File: config.mk
export PLATFORM = sky130hd
export DESIGN_NAME = wildcard_glob_matcher_unit
export DESIGN_NICKNAME = d
export VERILOG_FILES = /design/src/rtl/wgm_pkg.sv /design/src/rtl/wgm_cell.sv /design/src/rtl/wildcard_glob_matcher_unit.sv
export SDC_FILE = /design/constraint.sdc
export NUM_CORES = 1
export LEC_CHECK = 0
export BUFFER_PORTS_ARGS = -buffer_cell sky130_fd_sc_hd__buf_2
export CORE_UTILIZATION = 47
export CTS_BUF_LIST = sky130_fd_sc_hd__clkbuf_16
export CTS_CLUSTER_DIAMETER = 100
export DETAILED_ROUTE_END_ITERATION = 6
export GPL_TIMING_DRIVEN = 1
export PLACE_DENSITY_LB_ADDON = 0.2
export RECOVER_POWER = 100
export SLEW_MARGIN = 20
export SYNTH_ARGS = -nofsm -noshare
export SYNTH_HDL_FRONTEND = slang
export SYNTH_SLANG_ARGS = --single-unit
File: constraint.sdc
create_clock -name clock -period 12.8 [get_ports clock]
set_clock_uncertainty 0.15 [all_clocks]
set_input_delay 2.56 -clock clock [delete_from_list [all_inputs] [get_ports clock]]
set_output_delay 2.56 -clock clock [all_outputs]
set_load 0.03 [all_outputs]
File: src/rtl/wgm_pkg.sv
// Shared types and constants for the wildcard glob matcher.
// Holds the request and response payloads, the element kinds and the cell controls.
// Depends on nothing.
package wgm_pkg;

   localparam int MASK_LEN_DEFAULT = 32;

   localparam logic [7:0] CHAR_STAR      = 8'h2A;
   localparam logic [7:0] CHAR_QUESTION  = 8'h3F;
   localparam logic [7:0] CHAR_BACKSLASH = 8'h5C;

   typedef enum logic [1:0] {
      CMD_CLEAR   = 2'd0,
      CMD_MASK    = 2'd1,
      CMD_SUBJECT = 2'd2,
      CMD_END     = 2'd3
   } cmd_type;

   typedef enum logic [1:0] {
      KIND_LIT  = 2'd0,
      KIND_ANY  = 2'd1,
      KIND_STAR = 2'd2
   } kind_type;

   typedef enum logic [1:0] {
      ACT_HOLD,
      ACT_STEP,
      ACT_RESTART
   } act_mode_type;

   typedef struct packed {
      cmd_type    cmd;
      logic [7:0] symbol;
   } req_type;

   typedef struct packed {
      logic matched;
      logic mask_overflow;
   } rsp_type;

   typedef struct packed {
      kind_type   kind;
      logic [7:0] value;
   } elem_type;

   typedef struct packed {
      logic in_use;
      logic wr_a;
      logic wr_b;
      logic show_a;
      logic origin;
   } cell_ctrl_type;

   typedef struct packed {
      elem_type     elem_a;
      elem_type     elem_b;
      act_mode_type mode;
      logic [7:0]   sym;
   } cell_bcast_type;

endpackage

File: src/rtl/wgm_cell.sv
// One mask position of the matcher chain: a stored element and its active bit.
// Passes star closure and match advance to its right neighbor each cycle.
// Depends on wgm_pkg.
module wgm_cell
   import wgm_pkg::*;
(
   input  logic           clock,
   input  logic           reset,
   input  cell_ctrl_type  ctrl,
   input  cell_bcast_type bcast,
   input  logic           carry_in,
   input  logic           adv_in,
   output logic           carry_out,
   output logic           adv_out,
   output logic           closed
);

   elem_type elem_ff;
   logic     act_ff;
   logic     act_in;
   elem_type elem_eff;
   logic     valid_eff;
   logic     hit;

   assign valid_eff = ctrl.in_use | ctrl.show_a;
   assign elem_eff  = ctrl.show_a ? bcast.elem_a : elem_ff;
   assign closed    = act_ff | carry_in;
   assign carry_out = closed & valid_eff & (elem_eff.kind == KIND_STAR);
   assign hit       = (elem_eff.kind == KIND_ANY) |
                      ((elem_eff.kind == KIND_LIT) & (elem_eff.value == bcast.sym));
   assign adv_out   = closed & valid_eff & hit;

   always_comb begin
      unique case (bcast.mode)
         ACT_STEP:    act_in = carry_out | adv_in;
         ACT_RESTART: act_in = ctrl.origin;
         default:     act_in = act_ff;
      endcase
   end

   always_ff @(posedge clock) begin
      if (reset) begin
         act_ff <= ctrl.origin;
      end else begin
         act_ff <= act_in;
      end
   end

   always_ff @(posedge clock) begin
      if (ctrl.wr_a) begin
         elem_ff <= bcast.elem_a;
      end else if (ctrl.wr_b) begin
         elem_ff <= bcast.elem_b;
      end
   end

endmodule

File: src/rtl/wildcard_glob_matcher_unit.sv
// Top level of the case-insensitive wildcard glob matcher.
// Holds the mask loader, the row of wgm_cell instances and the response register.
// Depends on wgm_pkg and wgm_cell.
//
// Usage: send a clear request, then mask bytes (cmd 1), then subject bytes (cmd 2),
// then an end request (cmd 3). Only the end request produces a response, carrying
// matched and mask_overflow. The mask stays loaded after an end request, so further
// subjects may follow at once; a clear request empties it.
// One request is accepted in every cycle in which req_stall is low. Each subject byte
// updates the whole row of cells in the cycle it is accepted, with star closure
// rippling through the row, so the MASK_LEN cells set the clock period, not the request rate.
// The response appears in the response register in the cycle after the end request is
// accepted. req_stall is high only while a response is held and rsp_stall is high;
// a held response that the receiver stalls blocks every request until it is taken.
// Reset empties the mask, clears the flags and leaves only position zero active.
// A mask longer than MASK_LEN elements sets mask_overflow and forces matched low
// until the next clear.
module wildcard_glob_matcher_unit
   import wgm_pkg::*;
#(
   parameter int MASK_LEN = MASK_LEN_DEFAULT
)
(
   input  logic    clock,
   input  logic    reset,
   input  logic    req_valid,
   output logic    req_stall,
   input  req_type req_data,
   output logic    rsp_valid,
   input  logic    rsp_stall,
   output rsp_type rsp_data
);

   localparam int LW = $clog2(MASK_LEN + 1);

   function automatic logic [7:0] fold(input logic [7:0] b);
      if (b >= 8'h41 && b <= 8'h5A) begin
         return b + 8'h20;
      end
      return b;
   endfunction

   logic [LW-1:0]   len_ff, len_in, len_eff;
   logic            esc_ff, esc_in;
   logic            ovf_ff, ovf_in;
   logic            started_ff, started_in;
   logic            act_end_ff, act_end_in;
   logic            rsp_valid_ff;
   rsp_type         rsp_ff;

   logic            accept;
   logic [7:0]      sym;
   logic            do_mask;
   logic            flush;
   logic            a_req, b_req;
   logic            room_a, room_b;
   logic            a_en, b_en;
   logic            ovf_add;
   logic            ovf_now;
   elem_type        elem_a, elem_b;
   cell_bcast_type  bcast;
   logic [MASK_LEN:0] carry;
   logic [MASK_LEN:0] adv;
   logic [MASK_LEN:0] closed_vec;

   assign req_stall = rsp_valid_ff & rsp_stall;
   assign accept    = req_valid & ~req_stall;
   assign sym       = fold(req_data.symbol);
   assign do_mask   = accept & (req_data.cmd == CMD_MASK) & ~started_ff;
   assign flush     = accept & ~started_ff & esc_ff &
                      ((req_data.cmd == CMD_SUBJECT) | (req_data.cmd == CMD_END));

   always_comb begin
      a_req        = 1'b0;
      b_req        = 1'b0;
      esc_in       = esc_ff;
      elem_a.kind  = KIND_LIT;
      elem_a.value = sym;
      elem_b.kind  = KIND_LIT;
      elem_b.value = sym;
      if (flush) begin
         a_req        = 1'b1;
         esc_in       = 1'b0;
         elem_a.value = CHAR_BACKSLASH;
      end else if (do_mask) begin
         if (esc_ff) begin
            esc_in = 1'b0;
            a_req  = 1'b1;
            if (sym != CHAR_QUESTION && sym != CHAR_STAR) begin
               elem_a.value = CHAR_BACKSLASH;
               if (sym == CHAR_BACKSLASH) begin
                  esc_in = 1'b1;
               end else begin
                  b_req = 1'b1;
               end
            end
         end else begin
            priority if (sym == CHAR_BACKSLASH) begin
               esc_in = 1'b1;
            end else if (sym == CHAR_STAR) begin
               a_req        = 1'b1;
               elem_a.kind  = KIND_STAR;
               elem_a.value = 8'h00;
            end else if (sym == CHAR_QUESTION) begin
               a_req        = 1'b1;
               elem_a.kind  = KIND_ANY;
               elem_a.value = 8'h00;
            end else begin
               a_req = 1'b1;
            end
         end
      end
   end

   assign room_a  = len_ff < LW'(MASK_LEN);
   assign room_b  = ({1'b0, len_ff} + (LW+1)'(1)) < (LW+1)'(MASK_LEN);
   assign a_en    = a_req & room_a;
   assign b_en    = b_req & room_b;
   assign ovf_add = (a_req & ~room_a) | (b_req & ~room_b);
   assign ovf_now = ovf_ff | (flush & ~room_a);
   assign len_eff = len_ff + LW'(flush & a_en);

   always_comb begin
      bcast.elem_a = elem_a;
      bcast.elem_b = elem_b;
      bcast.sym    = sym;
      bcast.mode   = ACT_HOLD;
      if (accept) begin
         unique case (req_data.cmd)
            CMD_CLEAR:   bcast.mode = ACT_RESTART;
            CMD_MASK:    bcast.mode = ACT_HOLD;
            CMD_SUBJECT: bcast.mode = ACT_STEP;
            CMD_END:     bcast.mode = ACT_RESTART;
         endcase
      end
   end

   assign carry[0] = 1'b0;
   assign adv[0]   = 1'b0;

   for (genvar i = 0; i < MASK_LEN; i++) begin : g_cell
      cell_ctrl_type ctrl;

      assign ctrl.in_use = LW'(i) < len_ff;
      assign ctrl.wr_a   = a_en & (LW'(i) == len_ff);
      assign ctrl.wr_b   = b_en & ((LW+1)'(i) == ({1'b0, len_ff} + (LW+1)'(1)));
      assign ctrl.show_a = flush & ctrl.wr_a;
      assign ctrl.origin = (i == 0);

      wgm_cell u_cell (
         .clock     (clock),
         .reset     (reset),
         .ctrl      (ctrl),
         .bcast     (bcast),
         .carry_in  (carry[i]),
         .adv_in    (adv[i]),
         .carry_out (carry[i+1]),
         .adv_out   (adv[i+1]),
         .closed    (closed_vec[i])
      );
   end

   assign closed_vec[MASK_LEN] = act_end_ff | carry[MASK_LEN];

   always_comb begin
      unique case (bcast.mode)
         ACT_STEP:    act_end_in = adv[MASK_LEN];
         ACT_RESTART: act_end_in = 1'b0;
         default:     act_end_in = act_end_ff;
      endcase
   end

   always_comb begin
      len_in     = len_ff;
      ovf_in     = ovf_ff;
      started_in = started_ff;
      if (accept) begin
         len_in = len_ff + LW'(a_en) + LW'(b_en);
         ovf_in = ovf_ff | ovf_add;
         unique case (req_data.cmd)
            CMD_CLEAR: begin
               len_in     = '0;
               ovf_in     = 1'b0;
               started_in = 1'b0;
            end
            CMD_MASK:    started_in = started_ff;
            CMD_SUBJECT: started_in = 1'b1;
            CMD_END:     started_in = 1'b0;
         endcase
      end
   end

   always_ff @(posedge clock) begin
      if (reset) begin
         len_ff       <= '0;
         esc_ff       <= 1'b0;
         ovf_ff       <= 1'b0;
         started_ff   <= 1'b0;
         act_end_ff   <= 1'b0;
         rsp_valid_ff <= 1'b0;
      end else begin
         len_ff     <= len_in;
         esc_ff     <= (accept && req_data.cmd == CMD_CLEAR) ? 1'b0 : esc_in;
         ovf_ff     <= ovf_in;
         started_ff <= started_in;
         act_end_ff <= act_end_in;
         if (accept && req_data.cmd == CMD_END) begin
            rsp_valid_ff <= 1'b1;
         end else if (!rsp_stall) begin
            rsp_valid_ff <= 1'b0;
         end
      end
   end

   always_ff @(posedge clock) begin
      if (accept && req_data.cmd == CMD_END) begin
         rsp_ff.matched       <= ~ovf_now & closed_vec[len_eff];
         rsp_ff.mask_overflow <= ovf_now;
      end
   end

   assign rsp_valid = rsp_valid_ff;
   assign rsp_data  = rsp_ff;

endmodule
==> reports/results.txt, run 1 <==
status - complete, but fails checks
violated checks - capacitance limit, slew limit
Core Region - 48100 sq um
Yosys top cell area share - 41.7%
sequential share of the synthesized area - 45.5%
DP Cell Count - 3251
Row Count - 80
Post-Syn Area per Cell - 8.63 sq um
crit-path max FO - 48
Synth top cells by count - edfxtp_1 (322), nor2_1 (309), nand2_1 (290)
CP peak stage delay - 2400 ps
die width - 224 um
asr flop ratio synth - 0%
TritonCTS buffer count - 44
Max Cap Violations - 12
Post-CTS Setup Bufs - 0
Mapped Nets - 2707
GRT Overall Usage - 38.9%
first-pass GRT wire length - 142000 um
CP Launch Type - input pin
GPL Wtd Cong - 1.06
Syn-to-layout area delta - 8.72%
vias in the first global route - 21000
CTS tree - done
ant diodes - 0
area leader, netlist - edfxtp_1
IO buf count - 17
Setup WS pre-CTS - 5250 ps
Pre-antenna DRT Iters - 7
root buffer cell - clkbuf_16
Area contributors post-synth - edfxtp_1 (42%), a21oi_1 (6.1%), o21ai_0 (6.1%), nor2_1 (5.0%), nand2_1 (4.7%)
Post-Syn Instances - 2683
initial antenna violation count - 3
final setup vio count - 0
CP endpoint kind - register
worst skew pair latency - 590 ps
DRT iter0 DRCs - 3300
Tcrit/Tclk final - 77.6%
drt total wl - 98400 um
share of layout cells above drive strength 1 - 6.17%
number of synthesized register bits - 365
synthesized area - 23200 sq um
DRT antenna net count - 0
Longest Clk Path Bufs - 3
WHS - 316 ps
most numerous cell on the critical path - buf_4
peak supply drop - 0.103 mV
Slew @ Worst Pin - 3390 ps
Initial Utilization - 48.1%
Setup WS post-layout - 2870 ps
number of flops mapped to enable cells by yosys - 322
largest net degree at the start of global routing - 49
clk slew on worst S/H paths - 60 ps
Slowest-stage cell, CP - o21ai_0
H-tree depth - 2
Worst Hold Class - register to register
Slew Viols, Final - 310
crit-path cells - buf_4 > clkbuf_1 > nand2_1 > o22a_1 > a21o_1 > buf_4 > nand3_1 > a211oi_1 > o21ai_0 > buf_4 > a21oi_1
full die area - 50200 sq um
Post-CTS Hold Fix Bufs - 0
most frequent cell after synthesis - edfxtp_1
DP HPWL - 67500 um
global route overflow - 0
Die Ht - 224 um
Wirelength per Cell - 29.6 um
Unique masters post-synth - 101
DR vias/cell - 6.83
clock sinks - 365
RSZ-0062 raised after global routing - no
time the worst path needs with I/O delays and setup - 9930 ps
Data required, critical path - 12960 ps
post-route insts no fill - 3329
endpoints failing hold - 0
final setup TNS - 0 ps
CP arrival - 10090 ps
Warnings, synthesis - 0
Slew Limit Headroom - -126%
fillers - 4481
Final #Nets - 2665
f_max - 101 MHz
WS Path Type - input pin to register
via count - 22727
io pins - 18
Synth Flop Type - edfxtp_1
Power Dens Cells - 109 nW/um^2
P_leak - 8.02 nW
DRC - 0
post-CTS sizing - 0
==> path summary, 6_finish.rpt <==
path | slack [ps] | from | end | cells past startpoint
worst max-delay path | 2870 | req_data[4] | g_cell[15].u_cell.elem_ff[7]$_DFFE_PP_ | 11
worst min-delay path | 320 | g_cell[4].u_cell.act_ff$_SDFFE_PP0P_ | g_cell[4].u_cell.act_ff$_SDFFE_PP0P_ | 2
worst max register to register | 7320 | len_ff[3]$_SDFFE_PP0P_ | rsp_data[1]$_DFFE_PP_ | 11
worst min register to register | 320 | g_cell[4].u_cell.act_ff$_SDFFE_PP0P_ | g_cell[4].u_cell.act_ff$_SDFFE_PP0P_ | 2
==> report_power, final <==
| group | leakage (nW) | switching, mW | internal (mW) |
|---|---|---|---|
| Combinational | 4.07 | 0.176 | 0.0661 |
| Sequential | 3.24 | 0.00353 | 1.29 |
| Clock | 0.697 | 0.522 | 0.692 |
==> per-layer routing <==
layer / part of all wire (%) / vias to the layer above / global-route usage, % / wire length (um)
li1: - / 9859 / - / -
met3: 14 / 309 / 10.4 / 13800
met4: 5.5 / 2 / 19.2 / 5400
met5: 0.013 / - / 0 / 13
met2: 42 / 1654 / 56.7 / 41400
met1: 38 / 10903 / 53.4 / 37800
==> cells by family (layout without fill, tap and decap cells) <==
group                    count (synthesis)  in the layout  share of synthesized area (%)
buffers and inverters                  276            266                           4.74
XOR/XNOR                               123            123                           4.65
AND/OR/NAND/NOR                        959            959                           19.3
flip-flops                             365            365                           45.5
multiplexers                             3              3                          0.184
AO/OA/AOI/OAI                          947            947                           25.1
adder cells (fa/ha/maj)                 10             10                          0.573
==> flip-flops by register name (all words and copies together) (netlist names) <==
name,count
rsp_data,2
g_cell.u_cell.act_ff,32
act_end_ff,1
rsp_valid,1
g_cell.u_cell.elem_ff,320
ovf_ff,1
len_ff,6
esc_ff,1
started_ff,1
==> cell usage in the layout (no fill, tap or decap), types with 8 or more instances in the layout <==
master,n
nor4b_1,8
a22oi_1,34
and2_1,11
nand2_1,290
xnor2_1,99
nand3_1,63
dfxtp_1,43
clkinv_1,14
nor3b_1,11
a31oi_1,51
nor2_1,308
o211ai_1,11
nand2b_1,29
o2111ai_1,11
or4_1,12
nor2b_1,30
clkbuf_1,44
o32ai_1,14
ha_1,9
edfxtp_1,322
a32oi_1,16
or3_1,8
buf_2,8
a21oi_1,284
inv_1,83
clkbuf_16,45
buf_4,60
and3_1,12
o21ai_0,290
nand4_1,19
nor3_1,78
o21a_1,32
or2_2,8
o31ai_1,11
nor4_1,29
o22ai_1,64
xor2_1,24
a211oi_1,15
==> cell type report <==
class,instances,area [sq um],share of cell area (%)
inverters,76,285,1.13
repair buffers,112,656,2.60
flip-flops and latches,365,10500,41.8
multi-input cells,2042,11600,45.9
well taps,656,821,3.26
clock buffers,45,1130,4.47
clock inverters,33,216,0.859
==> critical path: cells and delay by family <==
kind | cells | cell delay (ps)
simple gates | 2 | 630
compound gates | 5 | 3290
buf+inv | 4 | 3530
==> metrics by stage <==
stage                     cell area (sq um)  power [mW]  util (%)
after floorplan                       23200        1.47         -
after global placement                24100        1.55      50.0
after detailed placement              24100        1.56      50.0
after CTS                             25400        2.75      52.8
after global routing                  25200        2.81      52.3
final                                 25200        2.75      52.3
Note: power is estimated with default switching activity, not from simulation.
==> inputs of run 2 (changes only) <==
--- a/config.mk
+++ b/config.mk
@@ -5,6 +5,7 @@
 export SDC_FILE = /design/constraint.sdc
 export NUM_CORES = 1
 export LEC_CHECK = 0
+export ABC_AREA = 1
 export BUFFER_PORTS_ARGS = -buffer_cell sky130_fd_sc_hd__buf_2
 export CORE_UTILIZATION = 47
 export CTS_BUF_LIST = sky130_fd_sc_hd__clkbuf_16
==> constraint.sdc (replaced) <==
create_clock -name clock -period 9.74 [get_ports clock]
set_clock_uncertainty 0.15 [all_clocks]
set_input_delay 1.948 -clock clock [delete_from_list [all_inputs] [get_ports clock]]
set_output_delay 1.948 -clock clock [all_outputs]
set_load 0.03 [all_outputs]
==> reports/results.txt, run 2 <==
FF-to-FF setup slack - 1140 ps (was 7320 ps)
status - complete, but fails checks (unchanged)
Clock Power Share - 42.4% (was 44.1%)
Post-CTS Hold Fix Bufs - 0 (unchanged)
io pins - 18 (unchanged)
WS Path Type - input pin to register (unchanged)
FF+latch area - 10500 sq um (unchanged)
largest net degree at the start of global routing - 39 (was 49)
WHS - 310 ps (was 316 ps)
DRT antenna net count - 0 (unchanged)
Worst Hold Class - register to register (unchanged)
Wirelength per Cell - 23.7 um (was 29.6 um)
sequential share of the synthesized area - 49.6% (was 45.5%)
final setup TNS - 0 ps (unchanged)
worst skew pair latency - 580 ps (was 590 ps)
Final #Nets - 2510 (was 2665)
switching share of power - 25.1% (was 25.5%)
P_leak - 8.90 nW (was 8.02 nW)
DP HPWL - 47000 um (was 67500 um)
most frequent cells in the layout - nand2_1 (494), edfxtp_1 (322), o21ai_0 (316) (was edfxtp_1 (322), nor2_1 (308), nand2_1 (290), o21ai_0 (290), a21oi_1 (284))
IO buf count - 17 (unchanged)
DRC - 0 (unchanged)
CP Launch Type - input pin (unchanged)
Longest Clk Path Bufs - 3 (unchanged)
Pint - 2.59 mW (was 2.05 mW)
H-tree depth - 2 (unchanged)
peak supply drop - 0.131 mV (was 0.103 mV)
Slew @ Worst Pin - 3130 ps (was 3390 ps)
Slowest-stage cell, CP - clkbuf_1 (was o21ai_0)
full die area - 46000 sq um (was 50200 sq um)
DRT iter0 DRCs - 2091 (was 3300)
Unique masters post-synth - 62 (was 101)
power share of the combinational group - 8.3% (was 8.8%)
violated checks - capacitance limit, slew limit (unchanged)
via count - 18501 (was 22727)
CTS tree - done (unchanged)
DR vias/cell - 5.95 (was 6.83)
Synth top cells by count - nand2_1 (497), edfxtp_1 (322), o21ai_0 (316) (was edfxtp_1 (322), nor2_1 (309), nand2_1 (290))
Post-Syn Instances - 2448 (was 2683)
most numerous cell on the critical path - clkbuf_1 (was buf_4)
multi-input logic area - 9460 sq um (was 11600 sq um)
fillers - 4145 (was 4481)
CP arrival - 9580 ps (was 10090 ps)
largest registers - g_cell.u_cell.elem_ff (320), g_cell.u_cell.act_ff (32), len_ff (6) (unchanged)
global route overflow - 0 (unchanged)
number of flops mapped to enable cells by yosys - 322 (unchanged)
Flop pwr share - 49.2% (was 47.1%)
root buffer cell - clkbuf_16 (unchanged)
asr flop ratio synth - 0% (unchanged)
vias in the first global route - 17924 (was 21000)
die width - 215 um (was 224 um)
Biggest register - g_cell.u_cell.elem_ff (unchanged)
CP startpoint - req_data[4] (unchanged)
switching power - 0.868 mW (was 0.702 mW)
Post-Syn Area per Cell - 8.68 sq um (was 8.63 sq um)
WHS Path Cells - 2 (unchanged)
GPL Wtd Cong - 0.988 (was 1.06)
share of layout cells above drive strength 1 - 11.1% (was 6.17%)
dpl cell area - 22200 sq um (was 24100 sq um)
crit-path max FO - 27 (was 48)
Initial Utilization - 47.8% (was 48.1%)
Largest register FFs - 320 (unchanged)
time the worst path needs with I/O delays and setup - 9490 ps
Tcrit/Tclk final - 97.4%
Power Dens Cells - 148 nW/um^2 (was 109 nW/um^2)
Area contributors post-synth - edfxtp_1 (46%), nand2_1 (8.8%), xor2_1 (8.0%), o21ai_0 (7.4%), nor2_1 (4.8%) (was edfxtp_1 (42%), a21oi_1 (6.1%), o21ai_0 (6.1%), nor2_1 (5.0%), nand2_1 (4.7%))
initial antenna violation count - 2 (was 3)
clock sinks - 365 (unchanged)
endpoints failing hold - 0 (unchanged)
Mapped Nets - 2472 (was 2707)
synthesized area - 21200 sq um (was 23200 sq um)
Warnings, synthesis - 0 (unchanged)
Row Count - 77 (was 80)
area leader, netlist - edfxtp_1 (unchanged)
drt total wl - 73600 um (was 98400 um)
CP peak stage delay - 1890 ps (was 2400 ps)
reg2reg path depth - 72 (was 11)
Data required, critical path - 9840 ps (was 12960 ps)
crit-path cells - buf_2 > inv_2 > nor2_4 > nor2_2 > nand3_2 > nand2_4 > clkbuf_1 > inv_1 > nor4_1 > clkbuf_1 > inv_1 > nand2_1 > a21oi_1 > a211oi_2 > clkbuf_1 > o21ai_0 (was buf_4 > clkbuf_1 > nand2_1 > o22a_1 > a21o_1 > buf_4 > nand3_1 > a211oi_1 > o21ai_0 > buf_4 > a21oi_1)
Core Region - 44400 sq um (was 48100 sq um)
Slew Limit Headroom - -108% (was -126%)
hold wc startpoint - g_cell[1].u_cell.act_ff$_SDFFE_PP0P_ (was g_cell[4].u_cell.act_ff$_SDFFE_PP0P_)
f_max - 105 MHz
CP endpoint kind - register (unchanged)
Slew Viols, Final - 353 (was 310)
commonest non-fill, non-tap cell in the layout - nand2_1 (was edfxtp_1)
most frequent cell after synthesis - nand2_1 (was edfxtp_1)
Syn-to-layout area delta - 10.2% (was 8.72%)
Synth Flop Type - edfxtp_1 (unchanged)
Die Ht - 215 um (was 224 um)
number of synthesized register bits - 365 (unchanged)
r2r startpoint - len_ff[2]$_SDFFE_PP0P_ (was len_ff[3]$_SDFFE_PP0P_)
Pre-antenna DRT Iters - 5 (was 7)
first-pass GRT wire length - 109000 um (was 142000 um)
GRT Overall Usage - 31.7% (was 38.9%)
TritonCTS buffer count - 41 (was 44)
Yosys top cell area share - 45.5% (was 41.7%)
design area - 23400 sq um (was 25200 sq um)
Max Cap Violations - 14 (was 12)
final setup vio count - 0 (unchanged)
clk slew on worst S/H paths - 60 ps (about the same)
## run 2: cell types whose count changed after synthesis, moves of 39 or more
cell and delta:
nand2_1 +207, a21oi_1 -179, or2_2 +39, nor3_1 -54, xor2_1 +170, inv_1 +102
o22ai_1 -58, xnor2_1 -98, clkbuf_1 -55, a31oi_1 -47, nor2_1 -40
## run 2: worst max-delay path: cells and delay by family
kind,cells,cell delay (ps)
and+or+nand+nor,6,1020
buffers and inverters,7,4920
AOI/OAI and AO/OA,3,1660
## run 2: layout make-up
cell class | count | area share, %
Clock buffer | 43 | 4.60
Timing Repair Buffer | 117 | 2.79
Tap cell | 592 | 3.16
Multi-Input combinational cell | 1758 | 40.4
Sequential cell | 365 | 45.0
Clock inverter | 32 | 0.711
Antenna cell | 2 | 0.0214
Inverter | 203 | 3.33
## run 2: cells by family after synthesis
group | count (synthesis) | synth area share [%]
flops | 365 | 49.6
xor+xnor | 195 | 8.04
buf+inv | 325 | 6.23
fa+ha+maj | 10 | 0.625
compound gates | 505 | 13.1
simple gates | 1048 | 22.4
## run 2: worst paths after layout
kind | end
worst max-delay path | g_cell[31].u_cell.elem_ff[4]$_DFFE_PP_
worst min-delay path | g_cell[1].u_cell.act_ff$_SDFFE_PP0P_
worst max register to register | rsp_data[1]$_DFFE_PP_
worst min register to register | g_cell[1].u_cell.act_ff$_SDFFE_PP0P_
## run 2: power by group through the flow
| stage | clock network [mW] | logic [mW] | registers [mW] |
|---|---|---|---|
| after floorplan | 0 | 0.165 | 1.74 |
| after global placement | 0 | 0.276 | 1.74 |
| after detailed placement | 0 | 0.280 | 1.74 |
| after CTS | 1.48 | 0.281 | 1.70 |
| after global routing | 1.54 | 0.302 | 1.70 |
| final | 1.47 | 0.287 | 1.70 |
## run 2: stage by stage
stage	utilization (%)	cells	setup WS, ps	total power [mW]
finish	52.7	3112	253	3.46
global route	52.7	3111	-20.8	3.54
CTS	52.9	3098	664	3.46
detailed placement	50.1	3023	154	2.02
global placement	50.1	3023	613	2.01
floorplan	-	2448	1450	1.90
## run 2: routing by layer
metal	track usage, %	routed length, um	vias up
li1	-	-	8393
met5	0	0	-
met2	48.7	32400	1036
met4	13.5	3100	0
met1	42.9	29600	8854
met3	7.59	8590	218
## run 2: repair_timing
| action | 4_1_cts | 5_1_grt |
|---|---|---|
| gates resized for setup | 0 | 10 |
| buffers inserted | 0 | 12 |
| endpoints found under the setup margin | 0 | 2 |
